--- src/rtl/core/fals_pkg.sv ---
// ----------------------------------------------------------------------------
// Tag store package
// Widths, operation codes, controller states and the structs that travel
// between the search cells and the controller.
// ----------------------------------------------------------------------------
package fals_pkg;

    localparam int OP_W          = 2;
    localparam int TAG_W         = 64;
    localparam int TIME_W        = 64;
    localparam int SLOT_W        = 6;
    localparam int NUM_LINES_DEF = 64;

    // Operation codes carried by an input word.
    typedef enum logic [OP_W-1:0] {
        OP_PROBE  = 2'd0,
        OP_LOOKUP = 2'd1,
        OP_INSERT = 2'd2
    } op_t;

    // Controller states.
    typedef enum logic [1:0] {
        ST_IDLE,
        ST_SCAN,
        ST_PEND
    } state_t;

    // Search token handed from cell to cell.
    typedef struct packed {
        op_t               op;
        logic [TAG_W-1:0]  addr;
        logic [TIME_W-1:0] now;
        logic              hit;
        logic [TIME_W-1:0] best_age;
    } tok_t;

    // Write-back command broadcast to all cells.
    typedef struct packed {
        logic              en;
        logic [TAG_W-1:0]  tag;
        logic [TIME_W-1:0] stamp;
    } wr_t;

endpackage

--- src/rtl/core/fals_cell.sv ---
// ----------------------------------------------------------------------------
// Tag store cell
// Holds one line (tag and last-used time), updates the passing search token
// with its match and age, and takes broadcast write-backs aimed at its slot.
// ----------------------------------------------------------------------------
module fals_cell import fals_pkg::*;
#(
    parameter int NUM_LINES  = NUM_LINES_DEF,
    parameter int CELL_INDEX = 0
)
(
    input  logic                                  clk,
    input  logic                                  rst_n,
    input  logic                                  in_vld,
    input  tok_t                                  in_tok,
    input  logic [((NUM_LINES > 1) ? $clog2(NUM_LINES) : 1)-1:0] in_hit_idx,
    input  logic [((NUM_LINES > 1) ? $clog2(NUM_LINES) : 1)-1:0] in_best_idx,
    input  logic [$clog2(NUM_LINES + 1)-1:0]      count,
    input  wr_t                                   wr,
    input  logic [((NUM_LINES > 1) ? $clog2(NUM_LINES) : 1)-1:0] wr_idx,
    output logic                                  out_vld,
    output tok_t                                  out_tok,
    output logic [((NUM_LINES > 1) ? $clog2(NUM_LINES) : 1)-1:0] out_hit_idx,
    output logic [((NUM_LINES > 1) ? $clog2(NUM_LINES) : 1)-1:0] out_best_idx
);

    localparam int IDX_W = (NUM_LINES > 1) ? $clog2(NUM_LINES) : 1;
    localparam int CNT_W = $clog2(NUM_LINES + 1);

    logic [TAG_W-1:0]  tag_reg;
    logic [TIME_W-1:0] stamp_reg;
    logic              vld_reg;
    tok_t              tok_reg;
    tok_t              tok_next;
    logic [IDX_W-1:0]  hit_idx_reg;
    logic [IDX_W-1:0]  hit_idx_next;
    logic [IDX_W-1:0]  best_idx_reg;
    logic [IDX_W-1:0]  best_idx_next;
    logic              filled;
    logic              match;
    logic [TIME_W-1:0] age;

    // Slots fill in order, so this slot is filled once the count passes it.
    assign filled = CNT_W'(CELL_INDEX) < count;
    assign match  = filled && (tag_reg == in_tok.addr);
    assign age    = in_tok.now - stamp_reg;

    // Fold this slot into the token: first match wins, oldest age wins.
    always_comb
    begin
        tok_next      = in_tok;
        hit_idx_next  = in_hit_idx;
        best_idx_next = in_best_idx;
        if (!in_tok.hit && match)
        begin
            tok_next.hit = 1'b1;
            hit_idx_next = IDX_W'(CELL_INDEX);
        end
        if ((CELL_INDEX == 0) || (age > in_tok.best_age))
        begin
            tok_next.best_age = age;
            best_idx_next     = IDX_W'(CELL_INDEX);
        end
    end

    // Token valid moves one cell per cycle.
    always_ff @(posedge clk or negedge rst_n)
    begin
        if (!rst_n)
        begin
            vld_reg <= 1'b0;
        end
        else
        begin
            vld_reg <= in_vld;
        end
    end

    // Token payload and line contents.
    always_ff @(posedge clk)
    begin
        tok_reg      <= tok_next;
        hit_idx_reg  <= hit_idx_next;
        best_idx_reg <= best_idx_next;
        if (wr.en && (wr_idx == IDX_W'(CELL_INDEX)))
        begin
            tag_reg   <= wr.tag;
            stamp_reg <= wr.stamp;
        end
    end

    assign out_vld      = vld_reg;
    assign out_tok      = tok_reg;
    assign out_hit_idx  = hit_idx_reg;
    assign out_best_idx = best_idx_reg;

endmodule

--- config.mk ---
export PLATFORM = sky130hd
export DESIGN_NAME = fals_cell
export DESIGN_NICKNAME = d
export VERILOG_FILES = /design/src/rtl/core/fals_pkg.sv /design/src/rtl/core/fals_cell.sv
export SDC_FILE = /design/constraint.sdc
export NUM_CORES = 1
export LEC_CHECK = 0
export BUFFER_PORTS_ARGS = -buffer_cell sky130_fd_sc_hd__buf_4
export CAP_MARGIN = 25
export CORE_AREA = 2 2 216 218
export CTS_CLUSTER_DIAMETER = 100
export DETAILED_ROUTE_END_ITERATION = 10
export DIE_AREA = 0 0 218 220
export PLACE_DENSITY = 0.52
export REMOVE_ABC_BUFFERS = 1
export SETUP_SLACK_MARGIN = 0.4
export SYNTH_ARGS = -nofsm -noshare
export SYNTH_HDL_FRONTEND = slang
export SYNTH_SLANG_ARGS = --single-unit
--- constraint.sdc ---
create_clock -name clk -period 3.85 [get_ports clk]
set_input_delay 0.385 -clock clk [delete_from_list [all_inputs] [get_ports clk]]
set_output_delay 0.385 -clock clk [all_outputs]
set_load 0.01 [all_outputs]
==> impl_metrics.toml <==
[sta]
period_needed_ns = 3.332
fin_crit_sh = 0.8654
setup_viol = 0
rsz0062_at_grt = "no"
setup_ws_ns = 0.5182
fmax_mhz = 300.1
finalMaxSlewViolations = 0
slew_headroom = 0.5866
worstMarginPinSlew_ns = 0.6144
holdWs_ns = 0.03927
fin_skew_ns = 0.01662
hold_viol_final = 0

[synthesis]
synth_area_leaders = "dfxtp_1 32%, edfxtp_1 30%, ha_1 6.2%"
yosysSeqAreaShare = 0.6209
synth.top_cell.area_share = 0.3166
synth_area_um2 = 12710
synth_edf_count = 128
ys.warnings.count = 0
ys_ff_latch = 330
synth_cells = 1072
yosys.area.top_type = "dfxtp_1"
synthFlopType = "dfxtp_1"
yosys.cell_types.count = 64
syn_avg_cell_area_um2 = 11.86
synthArstFlopShare = 0.003030

[cts]
max-clock-path-buffers = 3
cts-buffers-inserted = 38
cts_max_level = 2
clkTransAtPathRegs_ns = 0.06
clock_sinks = 330
worst_skew_pair.late_latency_ns = 0.55
cts_root_buffer = "clkbuf_16"
cts_tree = "done"

[final_layout]
largest_register_ff_count = 195
nets = 2244
stdcell_area_um2 = 20940
final_common_cell = "buf_4"
utilization = 0.4565
final_layout_size_suffix_gt1_frac = 0.3091
layout_common_cells = "486 x buf_4, 257 x dlygate4sd3_1, 201 x dfxtp_1"
synthToLayoutAreaGrowth_pct = 64.71
num-fill-cells = 4246
instances_no_fill = 2468

[setup_path]
arrival_ns = 3.75
r2r-start = "stamp_reg[11]$_DFFE_PP_"
r2r_slack_ns = 0.71
critPathLaunchType = "input pin"
crit_fanout = 7
reg2reg_depth = 11
rr_endpoint = "out_tok[41]$_DFF_P_"
cp-end-kind = "flip-flop"
worstPathRequired_ns = 4.27
criticalPathCategory = "input pin to flip-flop"

[detailed_routing]
wl_per_cell_um = 16.96
ant_nets = 0
viasPerCell = 4.358
vias = 10760
firstDrtPassIters = 5
routed_wl_mm = 41.85
drtIter0Drc = 355
drc_errors = 0

[placement]
place_inst = 2138
gp_congestion = 0.8628
placement.setup.worst_slack_ns = 0.4454
place_area_um2 = 17010
numPortBuffers = 483
place_hpwl_mm = 31.47

[grt]
grt.total_usage = 0.1682
grt.overflow.total = 0
grt_pass1_vias = 11300
antenna_found_initial = 8
grt_pass1_wl_mm = 61.86
grt_max_degree = 66

[power]
p_leak_nw = 9.115
ir_worst_vdd_uv = 285.8
powerDensity_nw_per_um2 = 421.8

[run]
cap_violations = 0

[floorplan]
core_area_um2 = 45860
pin_count = 560
initial_core_util = 0.2771
die_h_um = 220
row_count = 79
die_w_um = 218
die-area_um2 = 47960

[hold_path]
worst_hold_startpoint = "wr[97]"
min_to = "tag_reg[33]$_DFFE_PP_"
hp-class = "input pin to flip-flop"
holdPathStages = 1

[status]
status = "finished, final reports clean"
==> what timing repair did <==
action,4_1_cts,5_1_grt
hold endpoints to repair,257,0
hold buffers,257,0
endpoints found under the setup margin,0,10
gates resized for setup,0,13
setup buffers,0,0
==> cell usage after synthesis (8+ instances only) <==
library cell and instances:
nand2b_1 9, a21oi_1 82, xnor2_1 50, edfxtp_1 128, nor3_1 14, inv_1 91
nor4_1 19, a21o_1 17, ha_1 63, and2_1 10, nand3_1 12, nor2_1 40
o21ai_0 48, o21bai_1 8, nand4_1 32, dfxtp_1 201, xor2_1 61, clkbuf_1 18
nor2b_1 9, nand2_1 59
==> worst max-delay path: stages <==
cell and delay (ns):
dlygate4sd3_1 0.54, buf_4 0.14, ha_1 0.38, a21oi_1 0.29, nor2b_1 0.09, a311oi_1 0.39
o31ai_4 0.19, a2111oi_4 0.49, o21bai_1 0.20, a41oi_1 0.39, o21bai_1 0.12, xor2_1 0.14
==> power by group <==
part           switching [mW]  internal [mW]
registers              0.0498           3.80
logic                   0.574          0.720
clock network            1.46           2.23
total                    2.09           6.74
==> cell type report <==
class | instances | area, um2 | area share
timing repair buffer | 745 | 6261 | 0.2990
clock buffer | 52 | 1107 | 0.05289
clock inverter | 17 | 175.2 | 0.008367
tap | 607 | 759.5 | 0.03628
multi-input combinational | 622 | 4389 | 0.2096
sequential | 330 | 7893 | 0.3770
antenna | 4 | 10.01 | 0.0004781
inverter | 91 | 341.6 | 0.01632
==> metal layers <==
layer	global-route usage	up-vias	part of all wire
met4	0.06848	8	0.033
met5	0	-	0.0015
met2	0.2931	344	0.50
met1	0.1969	5034	0.40
met3	0.04251	79	0.058
li1	-	5291	-
==> worst max-delay path by stage <==
stage,startpoint,endpoint,slack (ns),cells after the start
final,in_tok[76],out_tok[41]$_DFF_P_,0.52,12
after detailed placement,in_tok[76],out_tok[41]$_DFF_P_,0.45,11
after global routing,in_tok[104],out_tok[59]$_DFF_P_,0.42,14
after CTS,in_tok[67],out_tok[57]$_DFF_P_,0.45,14
after floorplan,wr_idx[2],stamp_reg[0]$_DFFE_PP_,-10.20,2
after global placement,in_tok[73],out_tok[41]$_DFF_P_,0.46,11
==> through the flow <==
stage          total power, mW   TNS, ns
3_5_place_dp             4.992         0
6_report                 8.832         0
3_3_place_gp             4.987         0
2_1_floorplan            4.344  -1305.40
4_1_cts                  8.940         0
5_1_grt                  9.191         0
==> cells by family (layout without fill, tap and decap cells) <==
group / after synthesis / in the layout / share of synthesized area
buffers and inverters: 125 / 905 / 0.04026
other: 1 / 10 / 0.0002950
flip-flops: 330 / 330 / 0.6209
XOR/XNOR: 111 / 111 / 0.07648
AND/OR/NAND/NOR: 217 / 217 / 0.08554
adder cells (fa/ha/maj): 64 / 64 / 0.06359
multiplexers: 1 / 1 / 0.0007875
AO/OA/AOI/OAI: 223 / 223 / 0.1121
Power figures use the tool's default switching activity.
